--- src/sv/anfp_pkg.sv ---
// shared types and constants for the advertising name filter parser
// no dependencies; used by every module of the block

package anfp_pkg;

    localparam int MAX_ENTRIES = 4;
    localparam int FW_WIDTH    = 27;
    localparam int FW_EN_BIT   = 26;
    localparam int FW_LEN_LSB  = 24;

    localparam int CFG_INDEX_W = 3;
    localparam int CFG_ADDR_W  = CFG_INDEX_W + 2;
    localparam int CFG_DATA_W  = 32;

    localparam logic [CFG_INDEX_W-1:0] REG_FILTERING_ON   = 3'd0;
    localparam logic [CFG_INDEX_W-1:0] REG_FILTER_WORD_0  = 3'd1;
    localparam logic [CFG_INDEX_W-1:0] REG_FILTER_WORD_1  = 3'd2;
    localparam logic [CFG_INDEX_W-1:0] REG_FILTER_WORD_2  = 3'd3;
    localparam logic [CFG_INDEX_W-1:0] REG_FILTER_WORD_3  = 3'd4;

    localparam logic [7:0] AD_TYPE_SHORT_NAME    = 8'h08;
    localparam logic [7:0] AD_TYPE_COMPLETE_NAME = 8'h09;

    typedef logic [FW_WIDTH-1:0] filter_word_t;

    typedef struct packed {
        logic                   name_seen;
        logic                   name_kind;
        logic [4:0]             name_start;
        logic [4:0]             name_received;
        logic [MAX_ENTRIES-1:0] match_flags;
    } report_t;

    function automatic logic [1:0] prefix_len(input filter_word_t w, input int max_bytes);
        logic [1:0] l;
        l = w[FW_LEN_LSB +: 2];
        return (int'(l) > max_bytes) ? 2'(max_bytes) : l;
    endfunction

endpackage

--- src/sv/anfp_regs.sv ---
// configuration register bank on the apb-style port
// depends on anfp_pkg for register codes and filter word type

module anfp_regs (
    input  logic                                                 aclk,
    input  logic                                                 aresetn,
    input  logic                                                 psel,
    input  logic                                                 penable,
    input  logic                                                 pwrite,
    input  logic [anfp_pkg::CFG_ADDR_W-1:0]                      paddr,
    input  logic [anfp_pkg::CFG_DATA_W-1:0]                      pwdata,
    output logic [anfp_pkg::CFG_DATA_W-1:0]                      prdata,
    output logic                                                 filtering_on,
    output anfp_pkg::filter_word_t [anfp_pkg::MAX_ENTRIES-1:0]   filter_words
);

    logic                                               filtering_on_reg;
    anfp_pkg::filter_word_t [anfp_pkg::MAX_ENTRIES-1:0] filter_words_reg;
    logic [anfp_pkg::CFG_INDEX_W-1:0]                   reg_index;
    logic                                               wr_en;
    anfp_pkg::filter_word_t                             wdata_word;

    assign reg_index  = paddr[anfp_pkg::CFG_ADDR_W-1:2];
    assign wr_en      = psel && penable && pwrite;
    assign wdata_word = pwdata[anfp_pkg::FW_WIDTH-1:0];

    always_ff @(posedge aclk) begin
        if (!aresetn) begin
            filtering_on_reg <= 1'b0;
            filter_words_reg <= '0;
        end else if (wr_en) begin
            unique case (reg_index)
                anfp_pkg::REG_FILTERING_ON:  filtering_on_reg    <= pwdata[0];
                anfp_pkg::REG_FILTER_WORD_0: filter_words_reg[0] <= wdata_word;
                anfp_pkg::REG_FILTER_WORD_1: filter_words_reg[1] <= wdata_word;
                anfp_pkg::REG_FILTER_WORD_2: filter_words_reg[2] <= wdata_word;
                anfp_pkg::REG_FILTER_WORD_3: filter_words_reg[3] <= wdata_word;
                default: begin
                end
            endcase
        end
    end

    always_comb begin
        prdata = '0;
        unique case (reg_index)
            anfp_pkg::REG_FILTERING_ON:  prdata = {31'b0, filtering_on_reg};
            anfp_pkg::REG_FILTER_WORD_0: prdata = 32'(filter_words_reg[0]);
            anfp_pkg::REG_FILTER_WORD_1: prdata = 32'(filter_words_reg[1]);
            anfp_pkg::REG_FILTER_WORD_2: prdata = 32'(filter_words_reg[2]);
            anfp_pkg::REG_FILTER_WORD_3: prdata = 32'(filter_words_reg[3]);
            default:                     prdata = '0;
        endcase
    end

    assign filtering_on = filtering_on_reg;
    assign filter_words = filter_words_reg;

endmodule

--- src/sv/anfp_parser.sv ---
// ad structure walker: per-byte state update and prefix compare
// depends on anfp_pkg for report_t, filter words and ad type codes

module anfp_parser #(
    parameter int NUM_FILTERS      = 4,
    parameter int PREFIX_BYTES     = 3,
    parameter int MAX_REPORT_BYTES = 31
) (
    input  logic                                                 aclk,
    input  logic                                                 aresetn,
    input  logic                                                 accept,
    input  logic [7:0]                                           data_byte,
    input  logic                                                 last,
    input  anfp_pkg::filter_word_t [anfp_pkg::MAX_ENTRIES-1:0]   filter_words,
    output anfp_pkg::report_t                                    report_next
);

    localparam int NUM_ENTRIES = (NUM_FILTERS > anfp_pkg::MAX_ENTRIES) ?
                                 anfp_pkg::MAX_ENTRIES : NUM_FILTERS;

    localparam logic [1:0] PH_LEN  = 2'd0;
    localparam logic [1:0] PH_TYPE = 2'd1;
    localparam logic [1:0] PH_NAME = 2'd2;
    localparam logic [1:0] PH_IDLE = 2'd3;

    logic [4:0]              byte_position_reg, byte_position_next;
    logic [8:0]              next_header_position_reg, next_header_position_next;
    logic [1:0]              parse_phase_reg, parse_phase_next;
    logic [7:0]              structure_length_reg, structure_length_next;
    anfp_pkg::report_t       report_reg, report_fresh;
    logic [1:0]              rx_sel;

    assign rx_sel = report_reg.name_received[1:0];

    always_comb begin
        report_fresh             = '0;
        report_fresh.match_flags = '1;
    end

    always_comb begin
        byte_position_next        = byte_position_reg;
        next_header_position_next = next_header_position_reg;
        parse_phase_next          = parse_phase_reg;
        structure_length_next     = structure_length_reg;
        report_next               = report_reg;
        if (byte_position_reg < 5'(MAX_REPORT_BYTES)) begin
            byte_position_next = byte_position_reg + 5'd1;
            unique case (parse_phase_reg)
                PH_LEN: begin
                    if (9'(byte_position_reg) == next_header_position_reg) begin
                        if (byte_position_reg >= 5'(MAX_REPORT_BYTES - 1) ||
                            data_byte == 8'd0) begin
                            parse_phase_next = PH_IDLE;
                        end else begin
                            structure_length_next = data_byte;
                            parse_phase_next      = PH_TYPE;
                        end
                    end
                end
                PH_TYPE: begin
                    if (data_byte == anfp_pkg::AD_TYPE_SHORT_NAME ||
                        data_byte == anfp_pkg::AD_TYPE_COMPLETE_NAME) begin
                        report_next.name_seen     = 1'b1;
                        report_next.name_kind     = (data_byte == anfp_pkg::AD_TYPE_COMPLETE_NAME);
                        report_next.name_start    = byte_position_reg + 5'd1;
                        report_next.name_received = 5'd0;
                        report_next.match_flags   = '1;
                        if (structure_length_reg <= 8'd1) begin
                            parse_phase_next = PH_IDLE;
                        end else begin
                            parse_phase_next = PH_NAME;
                        end
                    end else begin
                        next_header_position_next = 9'(byte_position_reg) +
                                                    9'(structure_length_reg);
                        parse_phase_next          = PH_LEN;
                    end
                end
                PH_NAME: begin
                    for (int i = 0; i < NUM_ENTRIES; i++) begin
                        if (report_reg.name_received <
                            5'(anfp_pkg::prefix_len(filter_words[i], PREFIX_BYTES))) begin
                            if (filter_words[i][{rx_sel, 3'b000} +: 8] != data_byte) begin
                                report_next.match_flags[i] = 1'b0;
                            end
                        end
                    end
                    report_next.name_received = report_reg.name_received + 5'd1;
                    if (9'(report_next.name_received) + 9'd1 >= 9'(structure_length_reg)) begin
                        parse_phase_next = PH_IDLE;
                    end
                end
                PH_IDLE: begin
                end
            endcase
        end
    end

    always_ff @(posedge aclk) begin
        if (!aresetn) begin
            byte_position_reg        <= '0;
            next_header_position_reg <= '0;
            parse_phase_reg          <= PH_LEN;
            structure_length_reg     <= '0;
            report_reg               <= report_fresh;
        end else if (accept) begin
            if (last) begin
                byte_position_reg        <= '0;
                next_header_position_reg <= '0;
                parse_phase_reg          <= PH_LEN;
                structure_length_reg     <= '0;
                report_reg               <= report_fresh;
            end else begin
                byte_position_reg        <= byte_position_next;
                next_header_position_reg <= next_header_position_next;
                parse_phase_reg          <= parse_phase_next;
                structure_length_reg     <= structure_length_next;
                report_reg               <= report_next;
            end
        end
    end

endmodule

--- src/sv/anfp_result.sv ---
// filter decision and two-entry output stage for finished reports
// depends on anfp_pkg for report_t, filter words and prefix_len

module anfp_result #(
    parameter int NUM_FILTERS  = 4,
    parameter int PREFIX_BYTES = 3
) (
    input  logic                                                 aclk,
    input  logic                                                 aresetn,
    input  logic                                                 push,
    input  anfp_pkg::report_t                                    report,
    input  logic                                                 filtering_on,
    input  anfp_pkg::filter_word_t [anfp_pkg::MAX_ENTRIES-1:0]   filter_words,
    output logic                                                 in_ready,
    output logic                                                 m_valid,
    input  logic                                                 m_ready,
    output logic                                                 m_name_found,
    output logic                                                 m_accepted,
    output logic                                                 m_name_kind,
    output logic [4:0]                                           m_name_offset,
    output logic [4:0]                                           m_name_length,
    output logic                                                 m_filter_hit,
    output logic [1:0]                                           m_hit_index
);

    localparam int NUM_ENTRIES = (NUM_FILTERS > anfp_pkg::MAX_ENTRIES) ?
                                 anfp_pkg::MAX_ENTRIES : NUM_FILTERS;

    typedef struct packed {
        logic       name_found;
        logic       accepted;
        logic       name_kind;
        logic [4:0] name_offset;
        logic [4:0] name_length;
        logic       filter_hit;
        logic [1:0] hit_index;
    } result_t;

    result_t result_new, main_reg, skid_reg;
    logic    main_valid_reg, skid_valid_reg;
    logic    pop;

    always_comb begin
        result_new = '0;
        for (int i = NUM_ENTRIES - 1; i >= 0; i--) begin
            if (filtering_on && report.name_seen &&
                filter_words[i][anfp_pkg::FW_EN_BIT] && report.match_flags[i] &&
                5'(anfp_pkg::prefix_len(filter_words[i], PREFIX_BYTES)) <=
                report.name_received) begin
                result_new.filter_hit = 1'b1;
                result_new.hit_index  = 2'(i);
            end
        end
        result_new.name_found = report.name_seen;
        result_new.accepted   = report.name_seen && (!filtering_on || result_new.filter_hit);
        if (report.name_seen) begin
            result_new.name_kind   = report.name_kind;
            result_new.name_offset = report.name_start;
            result_new.name_length = report.name_received;
        end
    end

    assign pop      = main_valid_reg && m_ready;
    assign in_ready = !skid_valid_reg;

    always_ff @(posedge aclk) begin
        if (!aresetn) begin
            main_valid_reg <= 1'b0;
            skid_valid_reg <= 1'b0;
        end else if (skid_valid_reg) begin
            if (pop) begin
                skid_valid_reg <= 1'b0;
            end
        end else if (push) begin
            if (!main_valid_reg || pop) begin
                main_valid_reg <= 1'b1;
            end else begin
                skid_valid_reg <= 1'b1;
            end
        end else if (pop) begin
            main_valid_reg <= 1'b0;
        end
    end

    always_ff @(posedge aclk) begin
        if (skid_valid_reg) begin
            if (pop) begin
                main_reg <= skid_reg;
            end
        end else if (push) begin
            if (!main_valid_reg || pop) begin
                main_reg <= result_new;
            end else begin
                skid_reg <= result_new;
            end
        end
    end

    assign m_valid       = main_valid_reg;
    assign m_name_found  = main_reg.name_found;
    assign m_accepted    = main_reg.accepted;
    assign m_name_kind   = main_reg.name_kind;
    assign m_name_offset = main_reg.name_offset;
    assign m_name_length = main_reg.name_length;
    assign m_filter_hit  = main_reg.filter_hit;
    assign m_hit_index   = main_reg.hit_index;

endmodule

--- src/sv/adv_name_filter_parser_top.sv ---
// top level of the advertising report local name filter
// depends on anfp_pkg, anfp_regs, anfp_parser and anfp_result

// Takes one advertising report byte per cycle and gives one request per
// report, at its last byte, with the first local name found and the prefix
// filter verdict. Each byte is parsed in the cycle it is accepted, so the
// sustained rate is one byte per clock; a result is formed from the parser
// state and the last byte in that same cycle and lands in a two-entry output
// stage, so input stalls only when both entries hold results not yet taken.
// Filter registers must be written over the apb-style port only while no
// report is in progress; the block itself does not enforce this.

module adv_name_filter_parser_top #(
    parameter int NUM_FILTERS      = 4,
    parameter int PREFIX_BYTES     = 3,
    parameter int MAX_REPORT_BYTES = 31
) (
    input  logic                                aclk,
    input  logic                                aresetn,
    input  logic                                s_valid,
    output logic                                s_ready,
    input  logic [7:0]                          s_data_byte,
    input  logic                                s_last,
    output logic                                m_valid,
    input  logic                                m_ready,
    output logic                                m_name_found,
    output logic                                m_accepted,
    output logic                                m_name_kind,
    output logic [4:0]                          m_name_offset,
    output logic [4:0]                          m_name_length,
    output logic                                m_filter_hit,
    output logic [1:0]                          m_hit_index,
    input  logic                                psel,
    input  logic                                penable,
    input  logic                                pwrite,
    input  logic [anfp_pkg::CFG_ADDR_W-1:0]     paddr,
    input  logic [anfp_pkg::CFG_DATA_W-1:0]     pwdata,
    output logic [anfp_pkg::CFG_DATA_W-1:0]     prdata,
    output logic                                pready
);

    logic                                               filtering_on;
    anfp_pkg::filter_word_t [anfp_pkg::MAX_ENTRIES-1:0] filter_words;
    anfp_pkg::report_t                                  report_next;
    logic                                               accept;

    assign pready = 1'b1;
    assign accept = s_valid && s_ready;

    anfp_regs u_regs (
        .aclk         (aclk),
        .aresetn      (aresetn),
        .psel         (psel),
        .penable      (penable),
        .pwrite       (pwrite),
        .paddr        (paddr),
        .pwdata       (pwdata),
        .prdata       (prdata),
        .filtering_on (filtering_on),
        .filter_words (filter_words)
    );

    anfp_parser #(
        .NUM_FILTERS      (NUM_FILTERS),
        .PREFIX_BYTES     (PREFIX_BYTES),
        .MAX_REPORT_BYTES (MAX_REPORT_BYTES)
    ) u_parser (
        .aclk         (aclk),
        .aresetn      (aresetn),
        .accept       (accept),
        .data_byte    (s_data_byte),
        .last         (s_last),
        .filter_words (filter_words),
        .report_next  (report_next)
    );

    anfp_result #(
        .NUM_FILTERS  (NUM_FILTERS),
        .PREFIX_BYTES (PREFIX_BYTES)
    ) u_result (
        .aclk          (aclk),
        .aresetn       (aresetn),
        .push          (accept && s_last),
        .report        (report_next),
        .filtering_on  (filtering_on),
        .filter_words  (filter_words),
        .in_ready      (s_ready),
        .m_valid       (m_valid),
        .m_ready       (m_ready),
        .m_name_found  (m_name_found),
        .m_accepted    (m_accepted),
        .m_name_kind   (m_name_kind),
        .m_name_offset (m_name_offset),
        .m_name_length (m_name_length),
        .m_filter_hit  (m_filter_hit),
        .m_hit_index   (m_hit_index)
    );

    // input stalls only behind a full output stage
    a_stall_needs_result: assert property (@(posedge aclk) disable iff (!aresetn)
        !s_ready |-> m_valid)
        else $error("input stalled with no pending result");

    // a byte that is not last never creates a request
    a_no_spurious_result: assert property (@(posedge aclk) disable iff (!aresetn)
        accept && !s_last && !m_valid |=> !m_valid)
        else $error("result appeared without a last byte");

    a_accept_needs_name: assert property (@(posedge aclk) disable iff (!aresetn)
        m_valid && (m_accepted || m_filter_hit) |-> m_name_found)
        else $error("accepted without a name");

    a_empty_when_no_name: assert property (@(posedge aclk) disable iff (!aresetn)
        m_valid && !m_name_found |-> m_name_offset == 5'd0 && m_name_length == 5'd0
                                     && !m_name_kind && m_hit_index == 2'd0)
        else $error("name fields set with no name");

endmodule
--- config.mk ---
export PLATFORM = sky130hd
export DESIGN_NAME = adv_name_filter_parser_top
export DESIGN_NICKNAME = d
export VERILOG_FILES = /design/src/sv/anfp_pkg.sv /design/src/sv/anfp_regs.sv /design/src/sv/anfp_parser.sv /design/src/sv/anfp_result.sv /design/src/sv/adv_name_filter_parser_top.sv
export SDC_FILE = /design/constraint.sdc
export NUM_CORES = 1
export LEC_CHECK = 0
export ABC_AREA = 1
export BUFFER_PORTS_ARGS = -buffer_cell sky130_fd_sc_hd__buf_4
export CAP_MARGIN = 20
export CELL_PAD_IN_SITES_DETAIL_PLACEMENT = 1
export CELL_PAD_IN_SITES_GLOBAL_PLACEMENT = 2
export CORE_UTILIZATION = 34
export CTS_CLUSTER_DIAMETER = 60
export DETAILED_ROUTE_END_ITERATION = 10
export HOLD_SLACK_MARGIN = 0.15
export PLACE_DENSITY = 0.86
export SYNTH_ARGS = -nofsm -noshare
export SYNTH_HDL_FRONTEND = slang
export SYNTH_SLANG_ARGS = --single-unit
--- constraint.sdc ---
create_clock -name aclk -period 3.7 [get_ports aclk]
set_clock_uncertainty 0.15 [all_clocks]
set_input_delay 0 -clock aclk [delete_from_list [all_inputs] [get_ports aclk]]
set_output_delay 0 -clock aclk [all_outputs]
set_load 0.01 [all_outputs]
==> results of run 1 <==
[layout make-up]
cell class	count	area [um2]	area share (%)
Timing Repair Buffer	185	1560	12.4
Inverter	143	542	4.32
Multi-Input combinational cell	1081	5370	42.9
Clock inverter	15	160	1.28
Sequential cell	183	3990	31.8
Tap cell	390	488	3.89
Clock buffer	17	425	3.40
[layout by cell type (no fill, tap or decap), types with 3 or more instances in the layout]
cell | Yosys | routed
nand4_1 | 12 | 12
inv_1 | 133 | 133
clkinv_1 | 4 | 5
nor3_1 | 7 | 6
o22ai_1 | 15 | 15
dfxtp_1 | 151 | 150
a221o_1 | 15 | 15
xor2_1 | 11 | 11
a211oi_1 | 5 | 5
a2bb2oi_1 | 3 | 3
dlygate4sd3_1 | 0 | 67
nand2_2 | 9 | 9
nand3_1 | 88 | 88
clkinv_4 | 0 | 3
ha_1 | 27 | 27
o21ai_2 | 4 | 4
nand2_1 | 413 | 413
nor2_4 | 9 | 9
clkbuf_16 | 0 | 17
buf_4 | 8 | 118
nand3_2 | 4 | 4
nor4_1 | 4 | 4
nor2_1 | 155 | 155
a21oi_1 | 109 | 109
inv_8 | 0 | 5
clkinv_8 | 0 | 3
conb_1 | 2 | 6
edfxtp_1 | 32 | 32
inv_2 | 4 | 4
a31oi_1 | 3 | 3
o2111ai_1 | 3 | 3
o211ai_1 | 10 | 10
o21ai_0 | 142 | 142
[layer usage]
metal / share of wire, % / wire length, um
met4: 1.7 / 605
met3: 3.3 / 1190
met5: 0 / 0
met2: 49 / 17900
met1: 46 / 16500
[tightest hold or removal path, stage by stage]
cell and delay [ps]:
dlygate4sd3_1 520, buf_4 130, nor2_1 50, nor2_1 80
[cells in the mapped netlist (3+ instances only)]
cell / n
nand3_1: 88
xor2_1: 11
nand2_2: 9
a31oi_1: 3
o21ai_2: 4
edfxtp_1: 32
a21oi_1: 109
ha_1: 27
nand3_2: 4
clkbuf_1: 45
buf_6: 5
nor2_1: 155
buf_2: 13
o22ai_1: 15
buf_4: 8
nor4_1: 4
dfxtp_1: 151
nand2_1: 413
inv_1: 133
clkinv_1: 4
nor2_4: 9
a221o_1: 15
o21ai_0: 142
o211ai_1: 10
a2bb2oi_1: 3
a211oi_1: 5
nand4_1: 12
nor3_1: 7
inv_2: 4
o2111ai_1: 3
[logic make-up (layout without fill, tap and decap cells)]
group | Yosys count | count (layout)
fa+ha+maj | 28 | 28
compound gates | 320 | 320
flops | 183 | 183
buf+inv | 216 | 360
xor+xnor | 13 | 13
other cells | 2 | 6
simple gates | 714 | 714
[stage by stage]
step	cells	hold slack, ps	setup slack, ps	utilization (%)
6_report	2014	207	511	42.3
5_1_grt	2014	225	248	42.3
4_1_cts	2014	191	532	42.3
3_5_place_dp	1915	116	604	38.0
3_3_place_gp	1915	106	754	38.0
2_1_floorplan	1480	-15.1	968	-
[timing repair]
action / 4_1_cts / 5_1_grt
resized for setup: 0 / 0
hold buffers: 67 / 0
endpoints found under the hold margin: 166 / 0
[path summary, 6_finish.rpt]
check | cells past startpoint | start | to | slack [ps]
worst max register to register | 10 | u_parser.byte_position_reg[0] | u_parser.structure_length_reg[2] | 510
worst min register to register | 2 | u_parser.next_header_position_reg[1] | u_parser.next_header_position_reg[1] | 310
worst min-delay path | 4 | pwdata[0] | u_regs.filter_words[54] | 210
worst max-delay path | 10 | u_parser.byte_position_reg[0] | u_parser.structure_length_reg[2] | 510
[power breakdown]
group          total [mW]  internal [mW]  switching (mW)  leakage [nW]
Clock                1.87          0.906           0.964         0.284
Combinational       0.556          0.209           0.347          3.43
Sequential           2.08           2.06          0.0274          1.52
Total                4.51           3.17            1.34          5.23
==> impl_metrics.csv, run 1 <==
group,metric,value,unit
logic_synthesis,yosys_warnings,0,
clock_network,clk_path_buf_depth,2,
setup_path,setup.worst_path.end_class,"register",
clock_network,post_cts_buffers,0,
global_route,grt_max_degree,71,
cells_and_area,fillers,3780,
sta,fin_crit_sh,86.2,%
setup_path,cpPeakStageDelay,600,ps
cells_and_area,final_area,12500,um2
logic_synthesis,synthCells,1476,
drt,firstDrtPassIters,7,
setup_path,cp_data_required_time,3920,ps
setup_path,critPathArrivalTime,3410,ps
floorplan,die_area,30800,um2
logic_synthesis,yosys-top-cells-area,"dfxtp_1 30%, nand2_1 15%, edfxtp_1 9.4%",
setup_path,critical-path-slowest-cell,"dlygate4sd3_1",
sta,fin_tns_setup,0,ps
global_route,track_usage,23.8,%
clock_network,cts_tree,"yes",
clock_network,cts_made_buffers,17,
setup_path,worst-setup-path-type,"register to register",
floorplan,fp.coreArea,29600,um2
sta,finalHoldViolations,0,
global_route,grt_pass1_vias,10400,
setup_path,cp_common_cell,"o21ai_0",
global_route,met1_usage,30.5,%
floorplan,io_pins,104,
logic_synthesis,async_flop_share,0,%
setup_path,worstPathMaxFanout,8,
cells_and_area,drive_gt1_share,12.1,%
drt,drc,0,
clock_network,insertion_delay,460,ps
drt,avgViaCountPerCell,5.14,
floorplan,start_util,34.5,%
global_route,top_usage_layer,"met2",
placement,hpwl,25.1,mm
clock_network,clockRootBuffer,"clkbuf_16",
global_route,overflow,0,
cells_and_area,diodes,0,
logic_synthesis,yosysTopAreaCellShare,29.6,%
power_and_ir_drop,power,4.51,mW
setup_path,cp-start-kind,"register",
sta,rsz0062_at_grt,"no",
worst_hold_path,worstHoldPathType,"input port to register",
logic_synthesis,synthDistinctLibCells,52,
sta,slew_headroom,48.9,%
clock_network,cts.sinks,183,
power_and_ir_drop,power_density,360,nW/um2
global_route,gr-usage-met3,2.81,%
logic_synthesis,yosys.area_share.simple,29.7,%
clock_network,htreeDepth,4,
sta,finalSetupViolCount,0,
placement,placed_cell_area,11300,um2
cells_and_area,final_nets,1692,
floorplan,core.rowCount,63,
logic_synthesis,synth_edf_count,32,
power_and_ir_drop,leakage,5.23,nW
logic_synthesis,synth_compound_area_share,17.8,%
placement,gp_congestion,0.832,
cells_and_area,largest_reg_flops,108,
global_route,antenna_found_initial,0,
logic_synthesis,synthAdderAreaFrac,3.50,%
logic_synthesis,muxShareOfSynthArea,0,%
drt,ant_nets,0,
drt,drt_wl_total,36.2,mm
global_route,grt_first_pass_wirelength,57.0,mm
drt,drt_iter0_drc,600,
setup_path,crit_buf_inv,2,
logic_synthesis,ys.flop_type,"dfxtp_1",
clock_network,clk_pin_slew,90,ps
sta,layout_min_cycle_time,3190,ps
run,max_cap_violations,0,
setup_path,crit_chain,"inv_1 -> ha_1 -> o21ai_0 -> o21ai_0 -> nor3_1 -> nand3_1 -> nor2_1 -> nand2_1 -> dlygate4sd3_1 -> a21oi_1",
logic_synthesis,syn_avg_cell_area,6.93,um2
sta,slew_violations,0,
global_route,grtUsageMet2,41.9,%
sta,worstMarginPinSlew,766,ps
cells_and_area,area_delta_synth_final,22.6,%
setup_path,crit_family,"simple AND/OR/NAND/NOR gates",
logic_synthesis,syn_area,10200,um2
logic_synthesis,synth_top_family_by_area,"simple AND/OR/NAND/NOR gates",
floorplan,die_y,175,um
drt,vias,10400,
outcome,outcome,"finished, final reports clean",
placement,port_buffers,90,
logic_synthesis,ys_seq_area_share,39.0,%
logic_synthesis,synth_xor_xnor_area_share,1.11,%
floorplan,die_w,175,um
drt,routedWlPerCell,18.0,um
sta,fmax,0.314,GHz
logic_synthesis,ys_ff_latch,183,
logic_synthesis,yosys.area.top_type,"dfxtp_1",
power_and_ir_drop,peakVddDrop,0.274,mV
(Power assumes the default switching activity.)
==> run 2, diff against run 1 <==
--- a/config.mk
+++ b/config.mk
@@ -10,6 +10,7 @@
 export CAP_MARGIN = 20
 export CELL_PAD_IN_SITES_DETAIL_PLACEMENT = 1
 export CELL_PAD_IN_SITES_GLOBAL_PLACEMENT = 2
+export CORE_MARGIN = 2
 export CORE_UTILIZATION = 34
 export CTS_CLUSTER_DIAMETER = 60
 export DETAILED_ROUTE_END_ITERATION = 10
==> run 2 against run 1 <==
Net effect:
- critical path depth grew 8
- fmax increased by 2.8%
- via count shrank 0.59%
- combinational power decreased by 1%
- largest power group unchanged
==> impl_metrics.csv, run 2 (synthesized netlist as in run 1, its figures left out) <==
group,metric,value,unit
cells_and_area,diodes,0,
floorplan,fp.coreArea,29600,um2
setup_path,worst-setup-path-type,"register to register",
setup_path,r2r_start,"u_parser.parse_phase_reg[0]",
drt,top_layer,"met4",
placement,hpwl,24.7,mm
sta,layout_min_cycle_time,3100,ps
setup_path,crit_chain,"inv_1 -> ha_1 -> inv_1 -> nor2_2 -> nand2_4 -> o21ai_0 -> inv_1 -> ha_1 -> nand3_1 -> nand2_1 -> nand2_1 -> nand2_1 -> nand2_2 -> nor2_4 -> nor2_4 -> nand3_2 -> nand3_2 -> nand2_2",
drt,ant_nets,0,
drt,firstDrtPassIters,5,
setup_path,cpPeakStageDelay,360,ps
worst_hold_path,worstHoldPathType,"input port to register",
outcome,outcome,"finished, final reports clean",
cells_and_area,seqCellArea,3990,um2
placement,placed_cell_area,11200,um2
cells_and_area,largest_reg_flops,108,
sta,rsz0062_at_grt,"no",
drt,drt_iter0_drc,612,
sta,finalHoldViolations,0,
clock_network,clockRootBuffer,"clkbuf_16",
clock_network,cts.sinks,183,
drt,routedWlPerCell,17.7,um
sta,slew_headroom,43.6,%
worst_hold_path,whs_path_depth,6,
power_and_ir_drop,leakage,5.17,nW
sta,finalSetupViolCount,0,
setup_path,setup.worst_path.end_class,"register",
cells_and_area,mostFrequentLayoutCells,"413 x nand2_1, 155 x nor2_1, 150 x dfxtp_1",
global_route,grt_pass1_vias,10600,
clock_network,post_cts_buffers,0,
floorplan,io_pins,104,
drt,m1WireLength,16.4,mm
drt,vias,10300,
cells_and_area,area_delta_synth_final,21.5,%
run,max_cap_violations,0,
drt,route.met3.wl,1.33,mm
global_route,overflow,0,
clock_network,insertion_delay,450,ps
power_and_ir_drop,power_density,362,nW/um2
placement,port_buffers,90,
drt,avgViaCountPerCell,5.14,
worst_hold_path,hold_start,"pwrite",
clock_network,cts_resized,0,
global_route,antenna_found_initial,0,
floorplan,core.rowCount,63,
setup_path,worstPathMaxFanout,5,
setup_path,r2r_cells,18,
cells_and_area,multi_input_area,5370,um2
setup_path,critPathArrivalTime,3150,ps
clock_network,hold_buffers,58,
sta,finalWorstSetupSlack,598,ps
cells_and_area,final_common_cell,"nand2_1",
global_route,grt_first_pass_wirelength,56.9,mm
cells_and_area,final_nets,1680,
global_route,grt_max_degree,86,
global_route,track_usage,23.3,%
drt,drt_wl_total,35.5,mm
clock_network,cts_made_buffers,17,
placement,gp_congestion,0.851,
floorplan,die_area,31500,um2
cells_and_area,final_area,12400,um2
cells_and_area,drive_gt1_share,12.0,%
setup_path,cp-start-kind,"register",
floorplan,die_y,177,um
worst_hold_path,holdPathEnd,"u_regs.filter_words[56]",
drt,drc,0,
clock_network,cts_tree,"yes",
sta,slew_violations,0,
cells_and_area,fillers,3810,
clock_network,clk_pin_slew,80,ps
drt,wl_met2,17.2,mm
clock_network,clk_path_buf_depth,2,
clock_network,htreeDepth,4,
sta,fmax,0.322,GHz
sta,fin_crit_sh,83.8,%
sta,worstMarginPinSlew,846,ps
floorplan,start_util,34.5,%
setup_path,critical-path-slowest-cell,"dfxtp_1",
floorplan,die_w,177,um
power_and_ir_drop,peakVddDrop,0.254,mV
setup_path,cp_data_required_time,3750,ps
sta,fin_tns_setup,0,ps
setup_path,crit-reg2reg-capture,"u_result.m_accepted",
placement,post-place-ws,626,ps
setup_path,ff2ff_setup_slack,600,ps
[run 2: metrics by stage]
stage / power, mW / hold slack [ps] / std cells / utilization, %
floorplan: 2.44 / -15.1 / 1480 / -
global placement: 2.62 / 107 / 1912 / 38.0
detailed placement: 2.63 / 115 / 1912 / 38.0
CTS: 4.54 / 154 / 2002 / 41.9
global route: 4.69 / 202 / 2002 / 41.9
finish: 4.50 / 162 / 2002 / 41.9
[run 2: worst max-delay path, delay by kind of cell, from the launching register on]
family | cells | cell delay (ps)
buffers and inverters | 3 | 360
and+or+nand+nor | 12 | 990
DFF | 1 | 360
AOI/OAI and AO/OA | 1 | 290
adders and majority gates | 2 | 670
[run 2: cell type report]
type,instances,area share [%]
Clock inverter,15,1.29
Timing Repair Buffer,173,11.6
Sequential cell,183,32.1
Inverter,143,4.36
Tap cell,390,3.93
Clock buffer,17,3.43
Multi-Input combinational cell,1081,43.3
[run 2: power breakdown]
| part | leakage, nW | total, mW | switching [mW] | internal, mW |
|---|---|---|---|---|
| clock network | 0.278 | 1.87 | 0.960 | 0.905 |
| registers | 1.52 | 2.08 | 0.0267 | 2.06 |
| logic | 3.37 | 0.550 | 0.348 | 0.203 |
| total | 5.17 | 4.50 | 1.33 | 3.16 |
[run 2: metal layers]
| layer | vias to the layer above | track usage, % |
|---|---|---|
| met5 | - | 0 |
| met4 | 0 | 6.52 |
| li1 | 5082 | - |
| met1 | 5000 | 29.5 |
| met2 | 171 | 40.2 |
| met3 | 43 | 4.37 |
[run 2: worst max-delay path by stage]
stage | from | end | cells past startpoint
final | u_parser.parse_phase_reg[0] | u_result.m_accepted | 18
after global routing | u_parser.byte_position_reg[0] | u_parser.structure_length_reg[6] | 10
after CTS | u_parser.parse_phase_reg[0] | u_result.m_accepted | 18
after detailed placement | u_parser.parse_phase_reg[0] | u_result.m_accepted | 18
after global placement | u_parser.parse_phase_reg[0] | u_result.m_accepted | 18
after floorplan | u_parser.report_reg[4] | u_parser.parse_phase_reg[1] | 17
==> run 3, diff against run 2 <==
==> constraint.sdc (replaced) <==
create_clock -name aclk -period 3 [get_ports aclk]
set_clock_uncertainty 0.15 [all_clocks]
set_input_delay 0 -clock aclk [delete_from_list [all_inputs] [get_ports aclk]]
set_output_delay 0 -clock aclk [all_outputs]
set_load 0.01 [all_outputs]
==> run 3 against run 2 <==
Net effect:
- register-to-register slack got worse by 380 ps
- global-route usage about the same
- via count increased by 1.6%
- combinational power increased by 28%
==> impl_metrics.csv, run 3 (synthesized netlist as in run 1, its figures left out) <==
group,metric,value,unit
outcome,outcome,"finished, final reports clean",
setup_path,cp-start-kind,"input port",
sta,fmax,0.356,GHz
cells_and_area,area_delta_synth_final,22.9,%
setup_path,crit-reg2reg-capture,"u_result.m_accepted",
cells_and_area,final_common_cell,"nand2_1",
placement,port_buffers,90,
global_route,grt_first_pass_wirelength,56.7,mm
clock_network,cts_tree,"yes",
drt,vias,10500,
placement,hpwl,25.3,mm
power_and_ir_drop,internal-power,3.99,mW
floorplan,io_pins,104,
setup_path,crit_chain,"dlygate4sd3_1 -> buf_4 -> nor3_4 -> dlygate4sd3_1 -> inv_1 -> nor2_1 -> clkinvlp_4 -> buf_4 -> buf_4 -> o21ai_0 -> a21oi_1",
power_and_ir_drop,p_comb_share,12.6,%
cells_and_area,fin_util,42.4,%
power_and_ir_drop,switching_share,28.6,%
cells_and_area,seqCellArea,3990,um2
global_route,grt_pass1_vias,10400,
setup_path,r2r_start,"u_parser.parse_phase_reg[1]",
sta,slew_headroom,47.9,%
clock_network,clk_pin_slew,80,ps
sta,slew_violations,0,
setup_path,critPathArrivalTime,2990,ps
worst_hold_path,holdPathEnd,"u_regs.filter_words[91]",
global_route,antenna_found_initial,0,
power_and_ir_drop,seqPwrFrac,46.0,%
setup_path,setup.worst_path.end_class,"register",
clock_network,cts_made_buffers,17,
drt,drt_iter0_drc,633,
setup_path,cp_data_required_time,3180,ps
setup_path,cpPeakStageDelay,570,ps
cells_and_area,multi_input_area,5390,um2
clock_network,clk_path_buf_depth,2,
clock_network,insertion_delay,450,ps
setup_path,worst-setup-path-type,"input port to register",
worst_hold_path,hold_start,"pwdata[10]",
floorplan,core.rowCount,63,
placement,dp_cells,1923,
placement,post-place-ws,70.2,ps
drt,avgViaCountPerCell,5.20,
drt,drc,0,
sta,fin_tns_setup,0,ps
drt,routedWlPerCell,18.2,um
cells_and_area,diodes,0,
power_and_ir_drop,power,5.59,mW
drt,firstDrtPassIters,5,
placement,gp_congestion,0.827,
drt,drt_wl_total,36.6,mm
sta,layout_min_cycle_time,2810,ps
sta,worstMarginPinSlew,781,ps
floorplan,die_w,177,um
worst_hold_path,worstHoldPathType,"input port to register",
clock_network,cts.sinks,183,
clock_network,htreeDepth,4,
power_and_ir_drop,power_density,445,nW/um2
setup_path,cp_common_cell,"buf_4",
global_route,overflow,0,
cells_and_area,drive_gt1_share,13.4,%
floorplan,die_y,177,um
cells_and_area,stdcell_count,2012,
power_and_ir_drop,power.switching,1.60,mW
power_and_ir_drop,clkPwrFrac,41.5,%
floorplan,die_area,31500,um2
floorplan,fp.coreArea,29600,um2
sta,fin_crit_sh,93.7,%
global_route,track_usage,23.3,%
sta,finalSetupViolCount,0,
clock_network,clockRootBuffer,"clkbuf_16",
sta,rsz0062_at_grt,"no",
setup_path,critical-path-slowest-cell,"nor2_1",
sta,finalHoldViolations,0,
cells_and_area,mostFrequentLayoutCells,"412 x nand2_1, 154 x nor2_1, 147 x dfxtp_1",
global_route,grt_max_degree,49,
cells_and_area,largest_reg_flops,108,
worst_hold_path,whs_path_depth,4,
setup_path,worstPathMaxFanout,22,
cells_and_area,fillers,3793,
setup_path,r2r_cells,18,
run,max_cap_violations,0,
floorplan,start_util,34.5,%
setup_path,ff2ff_setup_slack,220,ps
cells_and_area,final_nets,1690,
drt,ant_nets,0,
sta,finalWorstSetupSlack,189,ps
power_and_ir_drop,peakVddDrop,0.376,mV
power_and_ir_drop,leakage,5.26,nW
## run 3: per-stage QoR
step | hold WS (ps) | instance area, um2
after floorplan | -15.1 | 10200
after global placement | 107 | 11400
after detailed placement | 110 | 11400
after CTS | 193 | 12500
after global routing | 212 | 12600
final | 197 | 12600
## run 3: routing by layer
metal	global-route usage [%]	wire length (um)	vias up
li1	-	-	5094
met1	29.8	16500	5134
met2	41.6	18300	206
met3	3.04	1400	28
met4	5.02	423	0
met5	0	0	-
## run 3: area by class of cell
| class | instances | area share (%) |
|---|---|---|
| multi-input cells | 1081 | 42.9 |
| flip-flops and latches | 183 | 31.8 |
| repair buffers | 183 | 12.4 |
| inverters | 143 | 4.36 |
| well taps | 390 | 3.88 |
| clock buffers | 18 | 3.41 |
| clock inverters | 14 | 1.27 |
## run 3: critical path: cells and delay by family
kind	cells	cell delay [ps]
AO/OA/AOI/OAI	2	240
buffers and inverters	7	2000
AND/OR/NAND/NOR	2	730
## run 3: worst max path at each step
stage | cells after the start | slack [ps] | start | end
2_1_floorplan | 17 | 270 | u_parser.report_reg[4] | u_parser.parse_phase_reg[1]
3_3_place_gp | 18 | 190 | u_parser.parse_phase_reg[0] | u_result.m_accepted
3_5_place_dp | 18 | 70 | u_parser.parse_phase_reg[0] | u_result.m_accepted
4_1_cts | 18 | 50 | u_parser.parse_phase_reg[0] | u_result.m_accepted
5_1_grt | 12 | 20 | paddr[3] | u_regs.filter_words[46]
6_report | 11 | 190 | paddr[4] | u_regs.filter_words[46]
## run 3: timing repair
action                                 in CTS  in global routing
buffers inserted                            0                  3
endpoints found under the hold margin     164                  0
resized for setup                           1                 16
setup endpoints to repair                   2                 14
cloned                                      0                  1
hold buffers                               53                  0
## run 3: power by group through the flow
stage | Sequential, mW | Combinational [mW] | Clock [mW]
finish | 2.57 | 0.703 | 2.32
detailed placement | 2.63 | 0.640 | 0
CTS | 2.57 | 0.696 | 2.36
global placement | 2.62 | 0.623 | 0
global route | 2.57 | 0.780 | 2.46
floorplan | 2.62 | 0.388 | 0
